**src/hw/rtl/slseq_pkg.sv**
```systemverilog
`timescale 1ns / 1ps
`default_nettype none

package slseq_pkg;

   localparam int unsigned CFG_WIDTH     = 26;
   localparam int unsigned CFG_IDX_WIDTH = 3;
   localparam int unsigned LED_COUNT     = 5;
   localparam int unsigned LED_IDX_WIDTH = 3;

   typedef enum logic [1:0] {
      CMD_TICK         = 2'd0,
      CMD_FLASH_NORMAL = 2'd1,
      CMD_FLASH_CROSS  = 2'd2,
      CMD_UNUSED       = 2'd3
   } cmd_type;

   localparam logic [1:0] MODE_NORMAL = 2'd0;
   localparam logic [1:0] MODE_CROSS  = 2'd1;
   localparam logic [1:0] MODE_AP     = 2'd2;

   typedef enum logic [CFG_IDX_WIDTH-1:0] {
      CFG_ATT_ON      = 3'd0,
      CFG_ATT_OFF     = 3'd1,
      CFG_AP_ON       = 3'd2,
      CFG_AP_OFF      = 3'd3,
      CFG_CTRL_NORMAL = 3'd4,
      CFG_CTRL_CROSS  = 3'd5,
      CFG_PUMP_HOLD   = 3'd6,
      CFG_FADE_RETRY  = 3'd7
   } cfg_idx_type;

   // LED bit positions in the level vector
   localparam logic [LED_IDX_WIDTH-1:0] LED_ATT   = 3'd0;
   localparam logic [LED_IDX_WIDTH-1:0] LED_AP    = 3'd1;
   localparam logic [LED_IDX_WIDTH-1:0] LED_CTRL  = 3'd2;
   localparam logic [LED_IDX_WIDTH-1:0] LED_CROSS = 3'd3;
   localparam logic [LED_IDX_WIDTH-1:0] LED_PUMP  = 3'd4;

   typedef struct packed {
      logic [CFG_WIDTH-1:0] attention_on_us;
      logic [CFG_WIDTH-1:0] attention_off_us;
      logic [CFG_WIDTH-1:0] ap_on_us;
      logic [CFG_WIDTH-1:0] ap_off_us;
      logic [CFG_WIDTH-1:0] control_normal_us;
      logic [CFG_WIDTH-1:0] control_cross_us;
      logic [CFG_WIDTH-1:0] pump_hold_us;
      logic [CFG_WIDTH-1:0] fade_retry_us;
   } cfg_type;

   localparam logic [CFG_WIDTH-1:0] RST_ATT_ON      = 26'd100000;
   localparam logic [CFG_WIDTH-1:0] RST_ATT_OFF     = 26'd100000;
   localparam logic [CFG_WIDTH-1:0] RST_AP_ON       = 26'd500000;
   localparam logic [CFG_WIDTH-1:0] RST_AP_OFF      = 26'd500000;
   localparam logic [CFG_WIDTH-1:0] RST_CTRL_NORMAL = 26'd150000;
   localparam logic [CFG_WIDTH-1:0] RST_CTRL_CROSS  = 26'd150000;
   localparam logic [CFG_WIDTH-1:0] RST_PUMP_HOLD   = 26'd1000000;
   localparam logic [CFG_WIDTH-1:0] RST_FADE_RETRY  = 26'd60000;

endpackage

`default_nettype wire

```
**src/hw/rtl/slseq_csr.sv**
```systemverilog
`timescale 1ns / 1ps
`default_nettype none

module slseq_csr (
   input  wire logic                                   clock,
   input  wire logic                                   reset,
   input  wire logic                                   csr_valid,
   output logic                                        csr_ready,
   input  wire logic [slseq_pkg::CFG_IDX_WIDTH-1:0]    csr_index,
   input  wire logic [slseq_pkg::CFG_WIDTH-1:0]        csr_data,
   output slseq_pkg::cfg_type                          cfg
);

   slseq_pkg::cfg_type cfg_ff;
   slseq_pkg::cfg_type cfg_in;

   assign csr_ready = 1'b1;
   assign cfg       = cfg_ff;

   always_comb begin
      cfg_in = cfg_ff;
      if (csr_valid) begin
         unique case (slseq_pkg::cfg_idx_type'(csr_index))
            slseq_pkg::CFG_ATT_ON:      cfg_in.attention_on_us   = csr_data;
            slseq_pkg::CFG_ATT_OFF:     cfg_in.attention_off_us  = csr_data;
            slseq_pkg::CFG_AP_ON:       cfg_in.ap_on_us          = csr_data;
            slseq_pkg::CFG_AP_OFF:      cfg_in.ap_off_us         = csr_data;
            slseq_pkg::CFG_CTRL_NORMAL: cfg_in.control_normal_us = csr_data;
            slseq_pkg::CFG_CTRL_CROSS:  cfg_in.control_cross_us  = csr_data;
            slseq_pkg::CFG_PUMP_HOLD:   cfg_in.pump_hold_us      = csr_data;
            slseq_pkg::CFG_FADE_RETRY:  cfg_in.fade_retry_us     = csr_data;
         endcase
      end
   end

   always_ff @(posedge clock) begin
      if (reset) begin
         cfg_ff.attention_on_us   <= slseq_pkg::RST_ATT_ON;
         cfg_ff.attention_off_us  <= slseq_pkg::RST_ATT_OFF;
         cfg_ff.ap_on_us          <= slseq_pkg::RST_AP_ON;
         cfg_ff.ap_off_us         <= slseq_pkg::RST_AP_OFF;
         cfg_ff.control_normal_us <= slseq_pkg::RST_CTRL_NORMAL;
         cfg_ff.control_cross_us  <= slseq_pkg::RST_CTRL_CROSS;
         cfg_ff.pump_hold_us      <= slseq_pkg::RST_PUMP_HOLD;
         cfg_ff.fade_retry_us     <= slseq_pkg::RST_FADE_RETRY;
      end else begin
         cfg_ff <= cfg_in;
      end
   end

endmodule

`default_nettype wire

```
**src/hw/rtl/status_led_sequencer.sv**
```systemverilog
// A tick beat taken on req_ passes through the input register and then the result
//   register before it is presented on rsp_.
// Throughput: one beat per cycle while rsp_stall is low; flash and unused commands give no rsp_ beat.
// A tick waits in the input register, with req_stall high, while rsp_stall holds a result.
// Reset: synchronous, active high; all timers, phases and LED levels go to
//   zero and the CSRs return to their default times.
`timescale 1ns / 1ps
`default_nettype none

module status_led_sequencer #(
   parameter int unsigned TIME_WIDTH = 48
) (
   input  wire logic                                clock,
   input  wire logic                                reset,
   // input channel
   input  wire logic                                req_valid,
   output logic                                     req_stall,
   input  wire logic [1:0]                          req_command,
   input  wire logic [TIME_WIDTH-1:0]               req_now_us,
   input  wire logic                                req_attention,
   input  wire logic [1:0]                          req_op_mode,
   input  wire logic                                req_pump_running,
   input  wire logic                                req_pump_request,
   input  wire logic                                req_fade_done,
   // result channel
   output logic                                     rsp_valid,
   input  wire logic                                rsp_stall,
   output logic                                     rsp_attention_led,
   output logic                                     rsp_ap_led,
   output logic                                     rsp_control_led,
   output logic                                     rsp_cross_led,
   output logic                                     rsp_pump_led,
   output logic                                     rsp_fade_step,
   output logic                                     rsp_all_off,
   output logic                                     rsp_update,
   // CSR write channel
   input  wire logic                                csr_valid,
   output logic                                     csr_ready,
   input  wire logic [slseq_pkg::CFG_IDX_WIDTH-1:0] csr_index,
   input  wire logic [slseq_pkg::CFG_WIDTH-1:0]     csr_data
);

   localparam int unsigned CW = slseq_pkg::CFG_WIDTH;
   localparam int unsigned LW = slseq_pkg::LED_COUNT;

   slseq_pkg::cfg_type cfg;

   slseq_csr u_csr (
      .clock     (clock),
      .reset     (reset),
      .csr_valid (csr_valid),
      .csr_ready (csr_ready),
      .csr_index (csr_index),
      .csr_data  (csr_data),
      .cfg       (cfg)
   );

   // ---------------------------------------------------------------
   // Input register
   // ---------------------------------------------------------------
   logic                    s1_valid_ff;
   slseq_pkg::cmd_type      s1_cmd_ff;
   logic [TIME_WIDTH-1:0]   s1_now_ff;
   logic                    s1_attention_ff;
   logic [1:0]              s1_mode_ff;
   logic                    s1_pump_running_ff;
   logic                    s1_pump_request_ff;
   logic                    s1_fade_done_ff;

   logic s1_tick;
   logic s1_go;      // item in the input register retires this cycle
   logic rsp_load;   // and it is a tick, so it fills the result register
   logic req_take;

   assign s1_tick   = (s1_cmd_ff == slseq_pkg::CMD_TICK);
   // Non-tick commands only touch state, so they never wait on rsp_.
   assign s1_go     = s1_valid_ff && (!s1_tick || !rsp_valid || !rsp_stall);
   assign rsp_load  = s1_go && s1_tick;
   assign req_stall = s1_valid_ff && !s1_go;
   assign req_take  = req_valid && !req_stall;

   always_ff @(posedge clock) begin
      if (reset) begin
         s1_valid_ff <= 1'b0;
      end else if (req_take) begin
         s1_valid_ff <= 1'b1;
      end else if (s1_go) begin
         s1_valid_ff <= 1'b0;
      end
   end

   always_ff @(posedge clock) begin
      if (req_take) begin
         s1_cmd_ff          <= slseq_pkg::cmd_type'(req_command);
         s1_now_ff          <= req_now_us;
         s1_attention_ff    <= req_attention;
         s1_mode_ff         <= req_op_mode;
         s1_pump_running_ff <= req_pump_running;
         s1_pump_request_ff <= req_pump_request;
         s1_fade_done_ff    <= req_fade_done;
      end
   end

   // ---------------------------------------------------------------
   // Sequencer state
   // ---------------------------------------------------------------
   logic [TIME_WIDTH-1:0] next_blink_ff,   next_blink_in;
   logic                  att_phase_ff,    att_phase_in;
   logic                  att_was_ff,      att_was_in;
   logic                  ap_phase_ff,     ap_phase_in;
   logic                  ctrl_on_ff,      ctrl_on_in;
   logic [CW-1:0]         ctrl_pend_ff,    ctrl_pend_in;
   logic [TIME_WIDTH-1:0] ctrl_off_ff,     ctrl_off_in;   // zero = idle
   logic                  pump_on_ff,      pump_on_in;
   logic [TIME_WIDTH-1:0] pump_off_ff,     pump_off_in;   // zero = idle
   logic [LW-1:0]         led_ff,          led_in;

   logic fade_step, all_off, update;

   // Separate adders for attention, AP, control and pump times; all sums wrap at TIME_WIDTH.
   logic                  pump_active;
   logic [TIME_WIDTH-1:0] att_sum, ap_sum, ctrl_sum, pump_sum, ctrl_off_eff;
   logic [slseq_pkg::LED_IDX_WIDTH-1:0] ctrl_idx;

   assign pump_active = s1_pump_running_ff || s1_pump_request_ff;
   assign att_sum  = s1_now_ff + TIME_WIDTH'(att_phase_ff ? cfg.attention_off_us
                                                           : cfg.attention_on_us);
   assign ap_sum   = s1_now_ff + TIME_WIDTH'(ap_phase_ff ? cfg.ap_off_us : cfg.ap_on_us);
   assign ctrl_sum = s1_now_ff + TIME_WIDTH'(ctrl_pend_ff);
   assign pump_sum = s1_now_ff + TIME_WIDTH'(pump_active ? cfg.pump_hold_us
                                                          : cfg.fade_retry_us);
   // A pending flash is armed at the first tick outside attention and AP mode
   assign ctrl_off_eff = (ctrl_pend_ff != '0) ? ctrl_sum : ctrl_off_ff;
   assign ctrl_idx = (s1_mode_ff == slseq_pkg::MODE_CROSS) ? slseq_pkg::LED_CROSS
                                                           : slseq_pkg::LED_CTRL;

   always_comb begin
      next_blink_in = next_blink_ff;
      att_phase_in  = att_phase_ff;
      att_was_in    = att_was_ff;
      ap_phase_in   = ap_phase_ff;
      ctrl_on_in    = ctrl_on_ff;
      ctrl_pend_in  = ctrl_pend_ff;
      ctrl_off_in   = ctrl_off_ff;
      pump_on_in    = pump_on_ff;
      pump_off_in   = pump_off_ff;
      led_in        = led_ff;
      fade_step     = 1'b0;
      all_off       = 1'b0;
      update        = 1'b0;

      if (s1_go) begin
         unique case (s1_cmd_ff)
            slseq_pkg::CMD_FLASH_NORMAL: ctrl_pend_in = cfg.control_normal_us;
            slseq_pkg::CMD_FLASH_CROSS:  ctrl_pend_in = cfg.control_cross_us;
            slseq_pkg::CMD_UNUSED: begin
            end
            slseq_pkg::CMD_TICK: begin
               priority if (s1_attention_ff) begin
                  att_was_in = 1'b1;
                  if (s1_now_ff > next_blink_ff) begin
                     next_blink_in             = att_sum;
                     att_phase_in              = !att_phase_ff;
                     led_in[slseq_pkg::LED_ATT] = !att_phase_ff;
                     update                    = 1'b1;
                  end
               end else if (att_was_ff) begin
                  // attention just ended: blank everything once
                  led_in     = '0;
                  att_was_in = 1'b0;
                  all_off    = 1'b1;
                  update     = 1'b1;
               end else if (s1_mode_ff == slseq_pkg::MODE_AP) begin
                  if (s1_now_ff > next_blink_ff) begin
                     next_blink_in             = ap_sum;
                     ap_phase_in               = !ap_phase_ff;
                     led_in[slseq_pkg::LED_AP] = !ap_phase_ff;
                     update                    = 1'b1;
                  end
               end else begin
                  ctrl_pend_in = '0;
                  ctrl_off_in  = ctrl_off_eff;
                  if (ctrl_off_eff != '0) begin
                     if (s1_now_ff > ctrl_off_eff) begin
                        if (ctrl_on_ff) begin
                           led_in[ctrl_idx] = 1'b0;
                           ctrl_on_in       = 1'b0;
                           ctrl_off_in      = '0;
                        end
                     end else if (!ctrl_on_ff) begin
                        led_in[ctrl_idx] = 1'b1;
                        ctrl_on_in       = 1'b1;
                     end
                  end else begin
                     ctrl_on_in = 1'b0;
                  end

                  if (pump_active) begin
                     // LED is only lit on the off-to-on change; an all-off
                     // blank leaves a running pump dark
                     if (!pump_on_ff) begin
                        led_in[slseq_pkg::LED_PUMP] = 1'b1;
                        pump_on_in                  = 1'b1;
                     end
                     pump_off_in = pump_sum;
                  end else if (pump_off_ff != '0 && pump_on_ff &&
                               s1_now_ff > pump_off_ff) begin
                     fade_step = 1'b1;
                     if (s1_fade_done_ff) begin
                        led_in[slseq_pkg::LED_PUMP] = 1'b0;
                        pump_on_in                  = 1'b0;
                        pump_off_in                 = '0;
                     end else begin
                        pump_off_in = pump_sum;   // retry later
                     end
                  end
                  update = 1'b1;
               end
            end
         endcase
      end
   end

   always_ff @(posedge clock) begin
      if (reset) begin
         next_blink_ff <= '0;
         att_phase_ff  <= 1'b0;
         att_was_ff    <= 1'b0;
         ap_phase_ff   <= 1'b0;
         ctrl_on_ff    <= 1'b0;
         ctrl_pend_ff  <= '0;
         ctrl_off_ff   <= '0;
         pump_on_ff    <= 1'b0;
         pump_off_ff   <= '0;
         led_ff        <= '0;
      end else begin
         next_blink_ff <= next_blink_in;
         att_phase_ff  <= att_phase_in;
         att_was_ff    <= att_was_in;
         ap_phase_ff   <= ap_phase_in;
         ctrl_on_ff    <= ctrl_on_in;
         ctrl_pend_ff  <= ctrl_pend_in;
         ctrl_off_ff   <= ctrl_off_in;
         pump_on_ff    <= pump_on_in;
         pump_off_ff   <= pump_off_in;
         led_ff        <= led_in;
      end
   end

   // ---------------------------------------------------------------
   // Result register
   // ---------------------------------------------------------------
   logic          rsp_valid_ff;
   logic [LW-1:0] rsp_led_ff;
   logic          rsp_fade_ff, rsp_all_off_ff, rsp_update_ff;

   always_ff @(posedge clock) begin
      if (reset) begin
         rsp_valid_ff <= 1'b0;
      end else if (rsp_load) begin
         rsp_valid_ff <= 1'b1;
      end else if (!rsp_stall) begin
         rsp_valid_ff <= 1'b0;
      end
   end

   always_ff @(posedge clock) begin
      if (rsp_load) begin
         rsp_led_ff     <= led_in;
         rsp_fade_ff    <= fade_step;
         rsp_all_off_ff <= all_off;
         rsp_update_ff  <= update;
      end
   end

   assign rsp_valid         = rsp_valid_ff;
   assign rsp_attention_led = rsp_led_ff[slseq_pkg::LED_ATT];
   assign rsp_ap_led        = rsp_led_ff[slseq_pkg::LED_AP];
   assign rsp_control_led   = rsp_led_ff[slseq_pkg::LED_CTRL];
   assign rsp_cross_led     = rsp_led_ff[slseq_pkg::LED_CROSS];
   assign rsp_pump_led      = rsp_led_ff[slseq_pkg::LED_PUMP];
   assign rsp_fade_step     = rsp_fade_ff;
   assign rsp_all_off       = rsp_all_off_ff;
   assign rsp_update        = rsp_update_ff;

   // ---------------------------------------------------------------
   // Assertions
   // ---------------------------------------------------------------
   // an all-off beat carries dark LEDs and an update
   a_all_off_dark: assert property (@(posedge clock) disable iff (reset)
      rsp_valid && rsp_all_off |-> rsp_update && !rsp_attention_led && !rsp_ap_led &&
                                   !rsp_control_led && !rsp_cross_led && !rsp_pump_led)
      else $error("all_off beat with an LED lit or no update");

   // fade steps only come from ticks outside attention and AP mode, which always update
   a_fade_update: assert property (@(posedge clock) disable iff (reset)
      rsp_valid && rsp_fade_step |-> rsp_update && !rsp_all_off)
      else $error("fade step without update");

   // result register only fills from a retiring tick
   a_rsp_source: assert property (@(posedge clock) disable iff (reset)
      !rsp_valid_ff && !rsp_load |=> !rsp_valid_ff)
      else $error("result beat appeared without a tick");

   // input stage never stalls behind a non-tick command
   a_cmd_no_wait: assert property (@(posedge clock) disable iff (reset)
      s1_valid_ff && !s1_tick |-> !req_stall)
      else $error("flash command stalled the input");

   // a lit pump LED always belongs to a pump tracked as on
   a_pump_led: assert property (@(posedge clock) disable iff (reset)
      led_ff[slseq_pkg::LED_PUMP] |-> pump_on_ff)
      else $error("pump state and LED level disagree");

endmodule

`default_nettype wire
```
**config.mk**
```make
export PLATFORM = sky130hd
export DESIGN_NAME = status_led_sequencer
export DESIGN_NICKNAME = d
export VERILOG_FILES = /design/src/hw/rtl/slseq_pkg.sv /design/src/hw/rtl/slseq_csr.sv /design/src/hw/rtl/status_led_sequencer.sv
export SDC_FILE = /design/constraint.sdc
export NUM_CORES = 1
export LEC_CHECK = 0
export ABC_CLOCK_PERIOD_IN_PS = 6720
export BUFFER_PORTS_ARGS = -buffer_cell sky130_fd_sc_hd__buf_2
export CAP_MARGIN = 10
export CORE_MARGIN = 2
export CORE_UTILIZATION = 60
export DETAILED_ROUTE_END_ITERATION = 16
export PLACE_DENSITY = 0.88
export RECOVER_POWER = 100
export SETUP_SLACK_MARGIN = 0.3
export SYNTH_ARGS = -nofsm -noshare
export SYNTH_HDL_FRONTEND = slang
export SYNTH_SLANG_ARGS = --single-unit
```
**constraint.sdc**
```tcl
create_clock -name clock -period 6.72 [get_ports clock]
set_input_delay 0.336 -clock clock [delete_from_list [all_inputs] [get_ports clock]]
set_output_delay 0.336 -clock clock [all_outputs]
set_load 0.05 [all_outputs]
```
==> results.md <==
- Status: finished with violations
- Failing checks: capacitance limit, slew limit
- Mapped Area: roughly 0.027 sq mm
- Gpl congestion: 0.999
- Pre-Repair DR Iteration Count: 6
- VDD IR-drop max: 228 uV
- Final hold vios: 0
- First-pass GRT wire length: approximately 130 mm
- Max Freq: 0.160 GHz
- Largest net degree at the start of global routing: 110
- Nets@finish: 3663
- Asr flop ratio synth: 0
- Non-Filler Instances: a little under 4k
- DRT antenna net count: 0
- P per Cell Area: between 200 and 250 mW/mm^2
- Crit path time final: 6.25 ns
- Initial Util: 0.605
- Synth Instances: 3293
- Share of cells above drive strength 1: 0.0759
- CP top delay family: compound AO/OA/AOI/OAI gates
- WL final: 86.0 mm
- Number of global-route vias before repair: between 20k and 25k
- Sequential power share: 0.423
- Switching share of power: 0.291
- Syn avg cell area: around 8 sq um
- DR vias: about 25k
- Die outline width: about 210 um
- I/O pin count: 101
- Inserted Diodes: 0
- DP HPWL: about 59 mm
- Root Driver: clkbuf_16
- CP Cell Sequence: ha_1 -> fa_1 -> a211oi_1 -> o31ai_1 -> o311a_1 -> o21a_1 -> o31a_1 -> xnor2_1 -> nor2_1 -> a21oi_2 -> ha_1 -> o21ai_0 -> a21oi_1 -> a2111oi_1 -> a21oi_1 -> o41a_1 -> a41oi_1 -> a21bo_2 -> nand2_1 -> o21ai_0 -> or4b_4 -> o22ai_1
- CTS H-tree depth: 2
- Full die area: around 0.046 sq mm
- Clock Path Buffers: 3
- CORE AREA: 0.0440 sq mm
- Clock buffer count from CTS: between 40 and 50
- Final period util: 0.930
- Most frequent cells in the layout: nand2_1 (639), dfxtp_1 (389), a21oi_1 (331)
- Initial DRC count: 2862
- Rel. slew slack: -1.95
- Unrepaired setup endpoints after global routing: no
- DR DRC count: 0
- Net switching power: 2.01 mW
- TritonCTS clock tree: yes
- Area growth from synthesis to layout: 11.1%
- Mapped Nets: ~3.6k
- Crit-path slowest cell: or4b_4
- Die Height: between 200 and 250 um
- Tot GR Track Use: 0.364
- IO buf count: 99
- #FFs+latches synth: about 450
- Final worst clock skew: 0.0356 ns
- Worst Path Arrival: approximately 6.7 ns
- Hold Worst Slack: about 0.023 ns
- Row cnt: slightly below 80
- DR WL/cell: roughly 22 um
- Max_cap viols: 6
- Post-synth top flop: dfxtp_1
- Placed Instances: between 3k and 4k
- Synth Warn #: 0
- Crit Path Category: reg -> reg
- Crit start category: flop
- Sequential area share after synthesis: 0.365
- CP bufs+invs: 0
- Post-route setup TNS: 0 ns
- Max Slew Vio Count: 489
- # setup viols final: 0
- Internal: just under 5 mW
- Crit path max fanout: 7
- Critical Path Sink Type: flop
- Initial antenna violation count: 0
- Tot Pwr: 6.91 mW
- Util after Layout: 0.672
- Clock-pin slew on the worst setup and hold paths: ~0.060 ns
- Commonest non-fill, non-tap cell in the layout: nand2_1
- Clk pwr share: 0.408
- CP max stage delay: approximately 0.55 ns
- Grt total ovfl: 0
- Leakage: 11.6 nW
- Synth cell types: slightly below 90
- Crit path required time: 7.18 ns
- Vias/cell: 6.32
- Clock Latency Late Sink: between 0.6 and 0.7 ns
- Clk sinks: around 450
- EDFF count, synth: 64
- Combinational share of power: 0.170
- Least-Margin Pin Slew: about 4.4 ns
- Hold Crit Class: in -> reg
flip-flops by register name, indices dropped and copies added, names as in the netlist, 2 cells and up:
signal         flops
ctrl_off_ff       48
ctrl_pend_ff      26
led_ff             5
next_blink_ff     48
pump_off_ff       48
rsp_led_ff         5
s1_cmd_ff          2
s1_mode_ff         2
s1_now_ff         48
u_csr.cfg        208
worst register-to-register path, stage by stage (launching register included):
cell and delay [ns]:
edfxtp_1 0.45, ha_1 0.27, fa_1 0.42, a211oi_1 0.35
o31ai_1 0.24, o311a_1 0.38, o21a_1 0.30, o31a_1 0.36
xnor2_1 0.15, nor2_1 0.08, a21oi_2 0.18, ha_1 0.27
o21ai_0 0.23, a21oi_1 0.09, a2111oi_1 0.37, a21oi_1 0.12
o41a_1 0.43, a41oi_1 0.22, a21bo_2 0.25, nand2_1 0.05
o21ai_0 0.14, or4b_4 0.55, o22ai_1 0.21
worst paths after layout:
path | startpoint | to | slack, ns | depth (start not counted)
setup / recovery | s1_now_ff[0] | rsp_led_ff[2] | 0.47 | 22
hold / removal | csr_data[9] | u_csr.cfg[113] | 0.02 | 3
setup reg to reg | s1_now_ff[0] | rsp_led_ff[2] | 0.47 | 22
hold reg to reg | u_csr.cfg[151] | u_csr.cfg[151] | 0.45 | 2
metrics by stage:
stage,setup WS [ns],instance area [sq um]
after global routing,0.127,29600
after detailed placement,0.436,27500
after floorplan,1.20,26600
after CTS,0.382,29700
final,0.472,29600
after global placement,0.649,27500
synthesized netlist by cell type, drive strengths merged (28+ instances only):
cell / number / area (sq um)
nand2: 640 / 2410
dfxtp: 390 / 7810
a21oi: 333 / 1670
nor2: 253 / 950
ha: 220 / 2750
clkbuf: 174 / 687
o21ai: 130 / 692
inv: 127 / 477
a211oi: 86 / 651
a21o: 77 / 578
xnor2: 72 / 631
edfxtp: 64 / 1920
nand3b: 60 / 450
nand4: 54 / 338
nor2b: 49 / 309
mux2i: 46 / 460
nand3: 46 / 230
xor2: 44 / 385
nor3: 38 / 190
buf: 30 / 171
o21a: 30 / 226
o2bb2ai: 29 / 254
nor4: 28 / 181
area by class of cell:
cell class	instances	area (sq um)
clock buffers	63	1340
inverters	128	480
well taps	592	741
repair buffers	210	1390
flip-flops and latches	454	9730
fillers	3459	14400
clock inverters	26	315
multi-input cells	2507	15600
power by group through the flow:
stage / logic (mW) / clock network, mW / registers, mW
floorplan: 0.805 / 0 / 2.94
global placement: 1.08 / 0 / 2.97
detailed placement: 1.10 / 0 / 2.97
CTS: 1.14 / 2.81 / 2.91
global route: 1.28 / 2.94 / 2.92
finish: 1.17 / 2.81 / 2.92
cell families after synthesis:
family | share of synthesized area
XOR/XNOR | 0.0381
flip-flops | 0.365
AND/OR/NAND/NOR | 0.217
buffers and inverters | 0.0502
other | 0.000141
adder cells (fa/ha/maj) | 0.106
multiplexers | 0.0287
AO/OA/AOI/OAI | 0.195
layer usage:
metal	routed length, um	global-route usage
met2	38200	0.572
met4	5810	0.217
met5	0	0
met3	8640	0.0764
met1	33400	0.462
repair_timing:
item	in CTS	in global routing
gates resized for setup	0	7
hold buffers	56	0
buffers inserted	0	1
endpoints found under the hold margin	56	0
setup endpoints to repair	0	48
(Power assumes the default switching activity.)
